File: config.mk
export PLATFORM = sky130hd
export DESIGN_NAME = arabic_contextual_shaper
export DESIGN_NICKNAME = d
export VERILOG_FILES = /design/src/hw/rtl/acs_pkg.sv /design/src/hw/rtl/arabic_contextual_shaper.sv /design/src/hw/rtl/acs_front.sv /design/src/hw/rtl/acs_queue.sv /design/src/hw/rtl/acs_back.sv
export SDC_FILE = /design/constraint.sdc
export NUM_CORES = 1
export LEC_CHECK = 0
export BUFFER_PORTS_ARGS = -buffer_cell sky130_fd_sc_hd__buf_2
export CAP_MARGIN = 20
export CELL_PAD_IN_SITES_DETAIL_PLACEMENT = 2
export CELL_PAD_IN_SITES_GLOBAL_PLACEMENT = 2
export CORE_ASPECT_RATIO = 1.25
export CORE_UTILIZATION = 39
export CTS_CLUSTER_DIAMETER = 150
export DETAILED_ROUTE_END_ITERATION = 7
export HOLD_SLACK_MARGIN = 0.06
export PLACE_DENSITY = 0.88
export SLEW_MARGIN = 40
export SYNTH_ARGS = -nofsm -noshare
export SYNTH_HDL_FRONTEND = slang
export SYNTH_SLANG_ARGS = --single-unit
File: constraint.sdc
create_clock -name i_clk -period 3.8 [get_ports i_clk]
set_clock_uncertainty 0.1 [all_clocks]
set_input_delay 1.14 -clock i_clk [delete_from_list [all_inputs] [get_ports i_clk]]
set_output_delay 1.14 -clock i_clk [all_outputs]
set_load 0.02 [all_outputs]
File: src/hw/rtl/acs_pkg.sv
// Shared types, constants and lookup functions of the Arabic contextual shaper.
// No dependencies; used by acs_front, acs_queue, acs_back and the top level.
`timescale 1ns / 1ps

package acs_pkg;

    localparam logic [15:0] LETTER_LO = 16'h0621;
    localparam logic [15:0] LETTER_HI = 16'h064A;
    localparam logic [15:0] LAM       = 16'h0644;
    localparam logic [15:0] TATWEEL   = 16'h0640;
    localparam logic [15:0] ALEF_MADDA = 16'h0622;
    localparam logic [15:0] ALEF_HAMZA_ABOVE = 16'h0623;
    localparam logic [15:0] ALEF_HAMZA_BELOW = 16'h0625;
    localparam logic [15:0] ALEF       = 16'h0627;
    localparam logic [15:0] LIG_MADDA  = 16'hFEF5;
    localparam logic [15:0] LIG_HAMZA_ABOVE = 16'hFEF7;
    localparam logic [15:0] LIG_HAMZA_BELOW = 16'hFEF9;
    localparam logic [15:0] LIG_ALEF   = 16'hFEFB;

    localparam int unsigned NUM_LETTERS = 42;

    // One row per letter, packed {medial, initial, final, isolated}
    localparam logic [63:0] FORM_ROWS [NUM_LETTERS] = '{
        64'hFE80_FE80_FE80_FE80, 64'hFE82_FE81_FE82_FE81,
        64'hFE84_FE83_FE84_FE83, 64'hFE86_FE85_FE86_FE85,
        64'hFE88_FE87_FE88_FE87, 64'hFE8C_FE8B_FE8A_FE89,
        64'hFE8E_FE8D_FE8E_FE8D, 64'hFE92_FE91_FE90_FE8F,
        64'hFE94_FE93_FE94_FE93, 64'hFE98_FE97_FE96_FE95,
        64'hFE9C_FE9B_FE9A_FE99, 64'hFEA0_FE9F_FE9E_FE9D,
        64'hFEA4_FEA3_FEA2_FEA1, 64'hFEA8_FEA7_FEA6_FEA5,
        64'hFEAA_FEA9_FEAA_FEA9, 64'hFEAC_FEAB_FEAC_FEAB,
        64'hFEAE_FEAD_FEAE_FEAD, 64'hFEB0_FEAF_FEB0_FEAF,
        64'hFEB4_FEB3_FEB2_FEB1, 64'hFEB8_FEB7_FEB6_FEB5,
        64'hFEBC_FEBB_FEBA_FEB9, 64'hFEC0_FEBF_FEBE_FEBD,
        64'hFEC4_FEC3_FEC2_FEC1, 64'hFEC8_FEC7_FEC6_FEC5,
        64'hFECC_FECB_FECA_FEC9, 64'hFED0_FECF_FECE_FECD,
        64'h063B_063B_063B_063B, 64'h063C_063C_063C_063C,
        64'h063D_063D_063D_063D, 64'h063E_063E_063E_063E,
        64'h063F_063F_063F_063F, 64'h0640_0640_0640_0640,
        64'hFED4_FED3_FED2_FED1, 64'hFED8_FED7_FED6_FED5,
        64'hFEDC_FEDB_FEDA_FED9, 64'hFEE0_FEDF_FEDE_FEDD,
        64'hFEE4_FEE3_FEE2_FEE1, 64'hFEE8_FEE7_FEE6_FEE5,
        64'hFEEC_FEEB_FEEA_FEE9, 64'hFEEE_FEED_FEEE_FEED,
        64'hFEF4_FEF3_FEF0_FEEF, 64'hFEF4_FEF3_FEF2_FEF1
    };

    typedef enum logic [0:0] {
        CMD_SHAPE,
        CMD_LIG
    } t_cmd_kind;

    // Work item handed from front to back. For CMD_LIG, unit_a is the alef
    // and sel_a[0] says the unit before the lam joins forward.
    typedef struct packed {
        t_cmd_kind   kind;
        logic [15:0] unit_a;
        logic [1:0]  sel_a;
        logic        two;
        logic [15:0] unit_b;
        logic [1:0]  sel_b;
        logic        last;
    } t_cmd;

    typedef struct packed {
        logic valid;
        logic full;
    } t_q_status;

    typedef struct packed {
        logic held_valid;
    } t_front_status;

    typedef struct packed {
        logic phase;
    } t_back_status;

    // Joins to the following letter
    function automatic logic in_set_a(input logic [15:0] u);
        return (u == 16'h0626) || (u == 16'h0628) ||
               (u >= 16'h062A && u <= 16'h062E) ||
               (u >= 16'h0633 && u <= 16'h063A) ||
               (u >= TATWEEL && u <= 16'h0647) || (u == LETTER_HI);
    endfunction

    // Joins to the preceding letter
    function automatic logic in_set_b(input logic [15:0] u);
        return (u >= ALEF_MADDA && u <= 16'h063A) ||
               (u >= TATWEEL && u <= LETTER_HI);
    endfunction

    function automatic logic is_alef(input logic [15:0] u);
        return (u == ALEF_MADDA) || (u == ALEF_HAMZA_ABOVE) ||
               (u == ALEF_HAMZA_BELOW) || (u == ALEF);
    endfunction

    function automatic logic [15:0] lig_base(input logic [15:0] u);
        logic [15:0] r;
        unique case (u)
            ALEF_MADDA:       r = LIG_MADDA;
            ALEF_HAMZA_ABOVE: r = LIG_HAMZA_ABOVE;
            ALEF_HAMZA_BELOW: r = LIG_HAMZA_BELOW;
            default:          r = LIG_ALEF;
        endcase
        return r;
    endfunction

    // sel: bit 0 = neighbor before joins, bit 1 = neighbor after joins
    function automatic logic [15:0] shape_glyph(input logic [15:0] u,
                                                input logic [1:0]  sel);
        logic [15:0] diff;
        logic [63:0] row;
        logic [15:0] r;
        diff = u - LETTER_LO;
        row  = FORM_ROWS[diff[5:0]];
        if (u < LETTER_LO || u > LETTER_HI) begin
            r = u;
        end else begin
            unique case (sel)
                2'd0:    r = row[15:0];
                2'd1:    r = row[31:16];
                2'd2:    r = row[47:32];
                default: r = row[63:48];
            endcase
        end
        return r;
    endfunction

endpackage

File: src/hw/rtl/arabic_contextual_shaper.sv
// A unit's glyph is known once its successor (or its own tlast) is accepted; its command
// is registered in the queue, then the glyph enters the output register when it is free.
// Throughput: one input beat per cycle while the queue is not full; the queue absorbs
// output stalls. A string ending on a shaped pair yields two glyphs, sent one after the other.
// Reset: synchronous i_rst_n low clears held/previous unit, queue and output valid.
`timescale 1ns / 1ps

module arabic_contextual_shaper #(
    parameter int QDEPTH = 4
) (
    input  logic        i_clk,
    input  logic        i_rst_n,
    input  logic        s_axis_tvalid,
    output logic        s_axis_tready,
    input  logic [15:0] s_axis_tdata,   // [15:0] code_unit
    input  logic        s_axis_tlast,   // last_unit
    output logic        m_axis_tvalid,
    input  logic        m_axis_tready,
    output logic [15:0] m_axis_tdata,   // [15:0] glyph_code
    output logic        m_axis_tlast    // last_glyph
);

    acs_pkg::t_cmd          front_cmd;
    acs_pkg::t_cmd          q_head;
    acs_pkg::t_q_status     q_status;
    acs_pkg::t_front_status front_status;
    acs_pkg::t_back_status  back_status;
    logic                   push;
    logic                   pop;

    // Front: holds one unit of lookahead plus the original previous unit,
    // decides joins (set A before, set B after) and lam-alef folding.
    acs_front u_front (
        .i_clk      (i_clk),
        .i_rst_n    (i_rst_n),
        .i_valid    (s_axis_tvalid),
        .o_ready    (s_axis_tready),
        .i_unit     (s_axis_tdata),
        .i_last     (s_axis_tlast),
        .i_q_status (q_status),
        .o_push     (push),
        .o_cmd      (front_cmd),
        .o_status   (front_status)
    );

    // Decouples classification from glyph output so either side can stall.
    acs_queue #(
        .DEPTH (QDEPTH)
    ) u_queue (
        .i_clk    (i_clk),
        .i_rst_n  (i_rst_n),
        .i_push   (push),
        .i_cmd    (front_cmd),
        .i_pop    (pop),
        .o_head   (q_head),
        .o_status (q_status)
    );

    // Back: table lookup of presentation forms, ligature codes, output register.
    acs_back u_back (
        .i_clk      (i_clk),
        .i_rst_n    (i_rst_n),
        .i_head     (q_head),
        .i_q_status (q_status),
        .o_pop      (pop),
        .o_valid    (m_axis_tvalid),
        .i_ready    (m_axis_tready),
        .o_glyph    (m_axis_tdata),
        .o_last     (m_axis_tlast),
        .o_status   (back_status)
    );

    // A string end always leaves the front with nothing held
    a_end_clears_hold: assert property (@(posedge i_clk) disable iff (!i_rst_n)
        (s_axis_tvalid && s_axis_tready && s_axis_tlast) |=> !front_status.held_valid)
        else $error("unit still held after string end");

    // Second glyph of a pair needs its command still at the queue head
    a_phase_has_cmd: assert property (@(posedge i_clk) disable iff (!i_rst_n)
        back_status.phase |-> (q_status.valid && q_head.two))
        else $error("back end in second-glyph phase without a pair command");

    // A full queue must throttle the input side
    a_full_blocks: assert property (@(posedge i_clk) disable iff (!i_rst_n)
        q_status.full |-> (!s_axis_tready && q_status.valid))
        else $error("input accepted while queue full");

endmodule

File: src/hw/rtl/acs_front.sv
// Front end: accepts code units, tracks held/previous unit, classifies joins
// and lam-alef pairs into commands. Depends on acs_pkg.
`timescale 1ns / 1ps

module acs_front (
    input  logic                   i_clk,
    input  logic                   i_rst_n,
    input  logic                   i_valid,
    output logic                   o_ready,
    input  logic [15:0]            i_unit,
    input  logic                   i_last,
    input  acs_pkg::t_q_status     i_q_status,
    output logic                   o_push,
    output acs_pkg::t_cmd          o_cmd,
    output acs_pkg::t_front_status o_status
);

    logic [15:0] r_prev_unit, n_prev_unit;
    logic [15:0] r_held_unit, n_held_unit;
    logic        r_held_valid, n_held_valid;
    logic        accept;

    assign o_ready = !i_q_status.full;
    assign accept  = i_valid && o_ready;
    assign o_status.held_valid = r_held_valid;

    always_comb begin
        n_prev_unit  = r_prev_unit;
        n_held_unit  = r_held_unit;
        n_held_valid = r_held_valid;
        o_push       = 1'b0;
        o_cmd        = '0;
        o_cmd.kind   = acs_pkg::CMD_SHAPE;
        if (accept) begin
            priority if (!r_held_valid) begin
                if (i_last) begin
                    o_push       = 1'b1;
                    o_cmd.unit_a = i_unit;
                    o_cmd.sel_a  = {1'b0, acs_pkg::in_set_a(r_prev_unit)};
                    o_cmd.last   = 1'b1;
                    n_prev_unit  = '0;
                end else begin
                    n_held_unit  = i_unit;
                    n_held_valid = 1'b1;
                end
            end else if (r_held_unit == acs_pkg::LAM && acs_pkg::is_alef(i_unit)) begin
                // alef folds into the lam; it still counts as previous unit
                o_push       = 1'b1;
                o_cmd.kind   = acs_pkg::CMD_LIG;
                o_cmd.unit_a = i_unit;
                o_cmd.sel_a  = {1'b0, acs_pkg::in_set_a(r_prev_unit)};
                o_cmd.last   = i_last;
                n_held_valid = 1'b0;
                n_held_unit  = '0;
                n_prev_unit  = i_last ? 16'h0000 : i_unit;
            end else begin
                o_push       = 1'b1;
                o_cmd.unit_a = r_held_unit;
                o_cmd.sel_a  = {acs_pkg::in_set_b(i_unit), acs_pkg::in_set_a(r_prev_unit)};
                if (i_last) begin
                    o_cmd.two    = 1'b1;
                    o_cmd.unit_b = i_unit;
                    o_cmd.sel_b  = {1'b0, acs_pkg::in_set_a(r_held_unit)};
                    o_cmd.last   = 1'b1;
                    n_prev_unit  = '0;
                    n_held_unit  = '0;
                    n_held_valid = 1'b0;
                end else begin
                    n_prev_unit = r_held_unit;
                    n_held_unit = i_unit;
                end
            end
        end
    end

    always_ff @(posedge i_clk) begin
        if (!i_rst_n) begin
            r_prev_unit  <= '0;
            r_held_unit  <= '0;
            r_held_valid <= 1'b0;
        end else begin
            r_prev_unit  <= n_prev_unit;
            r_held_unit  <= n_held_unit;
            r_held_valid <= n_held_valid;
        end
    end

endmodule

File: src/hw/rtl/acs_queue.sv
// Short command queue between front and back of the shaper.
// Depends on acs_pkg for the command type.
`timescale 1ns / 1ps

module acs_queue #(
    parameter int DEPTH = 4
) (
    input  logic               i_clk,
    input  logic               i_rst_n,
    input  logic               i_push,
    input  acs_pkg::t_cmd      i_cmd,
    input  logic               i_pop,
    output acs_pkg::t_cmd      o_head,
    output acs_pkg::t_q_status o_status
);

    localparam int PTR_W = (DEPTH > 1) ? $clog2(DEPTH) : 1;
    localparam int CNT_W = $clog2(DEPTH + 1);

    acs_pkg::t_cmd    r_mem [DEPTH];
    logic [PTR_W-1:0] r_wr_ptr, n_wr_ptr;
    logic [PTR_W-1:0] r_rd_ptr, n_rd_ptr;
    logic [CNT_W-1:0] r_count, n_count;
    logic             do_push, do_pop;

    assign o_status.valid = (r_count != '0);
    assign o_status.full  = (r_count == CNT_W'(DEPTH));
    assign o_head         = r_mem[r_rd_ptr];
    assign do_push        = i_push && !o_status.full;
    assign do_pop         = i_pop && o_status.valid;

    always_comb begin
        n_wr_ptr = r_wr_ptr;
        n_rd_ptr = r_rd_ptr;
        n_count  = r_count;
        if (do_push) begin
            n_wr_ptr = (r_wr_ptr == PTR_W'(DEPTH - 1)) ? '0 : r_wr_ptr + 1'b1;
        end
        if (do_pop) begin
            n_rd_ptr = (r_rd_ptr == PTR_W'(DEPTH - 1)) ? '0 : r_rd_ptr + 1'b1;
        end
        if (do_push && !do_pop) begin
            n_count = r_count + 1'b1;
        end else if (do_pop && !do_push) begin
            n_count = r_count - 1'b1;
        end
    end

    always_ff @(posedge i_clk) begin
        if (!i_rst_n) begin
            r_wr_ptr <= '0;
            r_rd_ptr <= '0;
            r_count  <= '0;
        end else begin
            r_wr_ptr <= n_wr_ptr;
            r_rd_ptr <= n_rd_ptr;
            r_count  <= n_count;
        end
    end

    always_ff @(posedge i_clk) begin
        if (do_push) begin
            r_mem[r_wr_ptr] <= i_cmd;
        end
    end

endmodule

File: src/hw/rtl/acs_back.sv
// Back end: turns queued commands into glyph beats through the form table,
// one glyph per cycle while the output is free, into a registered output. Depends on acs_pkg.
`timescale 1ns / 1ps

module acs_back (
    input  logic                  i_clk,
    input  logic                  i_rst_n,
    input  acs_pkg::t_cmd         i_head,
    input  acs_pkg::t_q_status    i_q_status,
    output logic                  o_pop,
    output logic                  o_valid,
    input  logic                  i_ready,
    output logic [15:0]           o_glyph,
    output logic                  o_last,
    output acs_pkg::t_back_status o_status
);

    logic        r_valid, n_valid;
    logic        r_phase, n_phase;
    logic [15:0] r_glyph, n_glyph;
    logic        r_last, n_last;
    logic        out_free;

    assign out_free = !r_valid || i_ready;
    assign o_valid  = r_valid;
    assign o_glyph  = r_glyph;
    assign o_last   = r_last;
    assign o_status.phase = r_phase;

    always_comb begin
        n_valid = r_valid;
        n_phase = r_phase;
        n_glyph = r_glyph;
        n_last  = r_last;
        o_pop   = 1'b0;
        if (out_free) begin
            n_valid = i_q_status.valid;
            if (i_q_status.valid) begin
                priority if (r_phase) begin
                    n_glyph = acs_pkg::shape_glyph(i_head.unit_b, i_head.sel_b);
                    n_last  = i_head.last;
                    n_phase = 1'b0;
                    o_pop   = 1'b1;
                end else if (i_head.two) begin
                    // first of a string-end pair; keep the command for the second
                    n_glyph = acs_pkg::shape_glyph(i_head.unit_a, i_head.sel_a);
                    n_last  = 1'b0;
                    n_phase = 1'b1;
                end else if (i_head.kind == acs_pkg::CMD_LIG) begin
                    n_glyph = acs_pkg::lig_base(i_head.unit_a) + {15'd0, i_head.sel_a[0]};
                    n_last  = i_head.last;
                    o_pop   = 1'b1;
                end else begin
                    n_glyph = acs_pkg::shape_glyph(i_head.unit_a, i_head.sel_a);
                    n_last  = i_head.last;
                    o_pop   = 1'b1;
                end
            end
        end
    end

    always_ff @(posedge i_clk) begin
        if (!i_rst_n) begin
            r_valid <= 1'b0;
            r_phase <= 1'b0;
        end else begin
            r_valid <= n_valid;
            r_phase <= n_phase;
        end
    end

    always_ff @(posedge i_clk) begin
        r_glyph <= n_glyph;
        r_last  <= n_last;
    end

endmodule
==> flow_metrics.tcl <==
set metrics [dict create \
    run_status "completed" \
    initial_utilization 0.400 \
    power_density_nw_per_um2 798 \
    arrival_ps 4050 \
    muxShareOfSynthArea 0.0876 \
    global_route_wire_length_before_repair_mm 67.3 \
    grt_pass1_vias 10100 \
    cp_cell_instances "buf_12 > mux4_2 > inv_2 > ha_4 > inv_1 > ha_4 > inv_2 > nand2_1 > o21ai_0 > mux4_2 > a221o_1 > a31oi_1 > nor4_1 > o21ai_1" \
    timing.fmax_ghz 0.263 \
    final_area_um2 13600 \
    postLayoutCoreUtil 0.464 \
    initialDrtViolationCount 717 \
    antenna_found_initial 0 \
    placement.cell_area_um2 12600 \
    synth_fa_ha_area_frac 0.0453 \
    multi_input_area_um2 5450 \
    critical_path.endpoint_type "flip-flop" \
    relative_slew_slack 0.396 \
    synthArstFlopShare 0 \
    critical-path-slowest-cell "mux4_2" \
    min_period_over_period 0.999 \
    final_nets 1157 \
    io-pin-count 40 \
    diodes 0 \
    yosysSeqAreaShare 0.506 \
    regArea_um2 5960 \
    yosysUniqueCellTypes 89 \
    critical_path.startpoint_type "flip-flop" \
    die_height_um 196 \
    drt_first_pass_iters 6 \
    clock_latency_ps 550 \
    routed_wire_length_per_instance_um 30.1 \
    vias 9575 \
    synthesis.area_um2 11800 \
    cts_hold_repair.buffers 0 \
    report.final.hold_viol_count 0 \
    clock_sinks 213 \
    grt_start_max_net_pins 43 \
    port_buffers 39 \
    max-vdd-ir-drop_uv 396 \
    fill_cells 2990 \
    tritoncts "done" \
    critical-path-top-delay-family "multiplexers" \
    cp_max_fo 8 \
    wirelength_mm 45.4 \
    die_x_um 157 \
    fp.coreArea_um2 29400 \
    synth_xor_area_frac 0.0117 \
    worst_pin_slew_ps 904 \
    dpl.cell_count 1456 \
    avgSynthCellArea_um2 11.4 \
    tritoncts.num_buffers 24 \
    setup-violations-final 0 \
    vias_per_cell 6.35 \
    synth_flop_cell "edfxtp_1" \
    grt_setup_unrepaired "yes" \
    timing.hold.worst.start "u_back.o_valid" \
    number_of_enable_type_register_cells_in_the_synthesized_netlist 169 \
    worst_hold_path_type "flip-flop to flip-flop" \
    drt.antenna.violating_nets 0 \
    max_cap_violations 0 \
    detail_route.drc_violations 0 \
    critPathBufInv 4 \
    critPathMaxStageDelay_ps 520 \
    clk_pin_slew_worst_paths_ps 60 \
    place_hpwl_mm 31.9 \
    rows 70 \
    r2r-end "u_back.o_glyph[1]" \
    areaGrowthSynthToFinish_pct 15.9 \
    critical_path_class "flip-flop to flip-flop" \
    pleak_nw 4.73 \
    global_route.overflow_total 0 \
    worst_hold_path.num_cells 2 \
    flop2flop_setup_slack_ps 3 \
    finalNonFillerCells 1508 \
    gr-usage-all-layers 0.298 \
    synth_warnings 0 \
    period_minus_slack_ps 3800 \
    critical_path_required_ps 4060 \
    synth_cells 1033 \
    worstRegToRegCells 14 \
    timing_max_transition_violations_final 0 \
    ys_ff_latch 213 \
    place.gp.congestion 0.897 \
    synth-compound-area-share 0.166 \
    ctsLongestPathBuffers 3 \
    layout-drive-gt1-share 0.215 \
    synth.net_count 1096 \
    clk_root_buffer_cell "clkbuf_16" \
    worstHoldEndpoint "u_back.o_valid" \
    h-tree-depth 1 \
    synth_top_family_by_area "compound AO/OA/AOI/OAI gates" \
    post_synth_and_or_nand_nor_area_fraction 0.141 \
    die-area_um2 30900 \
]
[worst max path at each step]
stage                          from                end  slack, ps  depth (start not counted)
after floorplan           flip-flop  u_back.o_glyph[2]         80                         19
after global placement    flip-flop  u_back.o_glyph[2]         60                         11
after detailed placement  flip-flop  u_back.o_glyph[1]       -350                         13
after CTS                 flip-flop  u_back.o_glyph[1]        -80                         13
after global routing      flip-flop  u_back.o_glyph[1]        -60                         10
final                     flip-flop  u_back.o_glyph[1]          3                         14
[synthesized netlist by cell type, types with 6 or more instances]
cell type / count / area, um^2
o22ai_1: 7 / 43.8
nor3_1: 23 / 115
clkbuf_1: 44 / 165
dfxtp_1: 44 / 881
o211ai_1: 14 / 105
buf_4: 7 / 52.6
nor2b_1: 44 / 275
o21ai_0: 45 / 225
edfxtp_1: 169 / 5070
xnor2_1: 8 / 70.1
o31ai_1: 8 / 60.1
nand3_1: 19 / 95.1
o221ai_1: 6 / 52.6
and3_1: 24 / 150
mux4_2: 39 / 878
a22oi_1: 46 / 345
o2111ai_1: 10 / 87.6
inv_1: 31 / 116
a211oi_1: 9 / 67.6
and2_1: 11 / 68.8
o22a_1: 8 / 70.1
buf_2: 19 / 95.1
nand2_1: 73 / 274
ha_1: 41 / 513
nand2b_1: 11 / 68.8
a31oi_1: 20 / 125
mux2i_1: 9 / 90.1
nor4_1: 7 / 43.8
a21oi_1: 53 / 265
nor2_1: 73 / 274
nor3b_1: 6 / 45.0
[placed cells by master (no fill, tap or decap), types with 6 or more instances in the layout]
master / count
inv_1: 28
buf_4: 66
o22ai_1: 7
and2_1: 6
ha_1: 37
dfxtp_1: 42
mux2i_1: 9
mux4_2: 39
nand2_1: 73
edfxtp_1: 169
o2111ai_1: 10
o221ai_1: 6
and3_1: 24
nand3_1: 19
buf_2: 39
a22oi_1: 46
o31ai_1: 6
o22a_1: 8
nor2_1: 72
nor3_1: 23
a211oi_1: 7
a21oi_1: 52
a31oi_1: 20
nand2b_1: 11
nor3b_1: 6
o211ai_1: 14
nor2b_1: 44
xnor2_1: 7
clkbuf_16: 24
nor4_1: 7
o21ai_0: 44
[registers in the layout, indices dropped and copies added (netlist names), named ones only]
register	count
u_back.o_glyph	16
u_back.o_last	1
u_front.o_status	1
u_queue.r_mem	152
u_queue.r_wr_ptr	2
u_back.o_valid	1
u_front.r_held_unit	16
u_queue.r_count	3
u_queue.r_rd_ptr	2
u_back.o_status	1
u_front.r_prev_unit	16
[power breakdown]
part	internal (mW)	total, mW	switching, mW
Clock	1.31	2.32	1.01
Sequential	2.84	3.01	0.164
Combinational	1.97	5.56	3.59
[per-layer routing]
metal,share of wire,vias up,global-route usage
met2,0.52,378,0.536
met3,0.045,132,0.0311
met5,0,-,0
li1,-,4087,-
met1,0.38,4978,0.350
met4,0.056,0,0.145
[worst reg2reg max path, delay by kind of cell (launching register included)]
kind	cells	cell delay [ps]
compound gates	4	920
fa+ha+maj	2	540
buf+inv	4	470
flops	1	420
mux	2	1000
simple gates	2	170
[stage by stage]
stage	setup slack, ps	TNS (ps)	total power [mW]	hold WS [ps]
floorplan	76.5	0	6.34	357
global placement	64.7	0	7.82	378
detailed placement	-350	-2510	8.20	405
CTS	-76.2	-76.2	10.6	441
global route	-60.1	-96.7	11.3	461
finish	3.40	0	10.9	428
[kinds of logic (layout without fill, tap and decap cells)]
logic type,Yosys count,after routing
AO/OA/AOI/OAI,280,280
XOR/XNOR,14,14
adder cells (fa/ha/maj),42,42
buffers and inverters,111,190
flip-flops,213,213
multiplexers,53,53
AND/OR/NAND/NOR,320,320
[layout make-up]
cell class / count / area share
Sequential cell: 213 / 0.437
Multi-Input combinational cell: 709 / 0.400
Timing Repair Buffer: 112 / 0.0599
Clock buffer: 31 / 0.0485
Tap cell: 396 / 0.0363
Inverter: 34 / 0.00981
Clock inverter: 13 / 0.00871
[what timing repair did]
action	in CTS	in global routing
setup endpoints to repair	13	12
endpoints found under the hold margin	0	0
pin swaps	0	4
setup buffers	0	8
resized for setup	8	22
(Power assumes the default switching activity.)
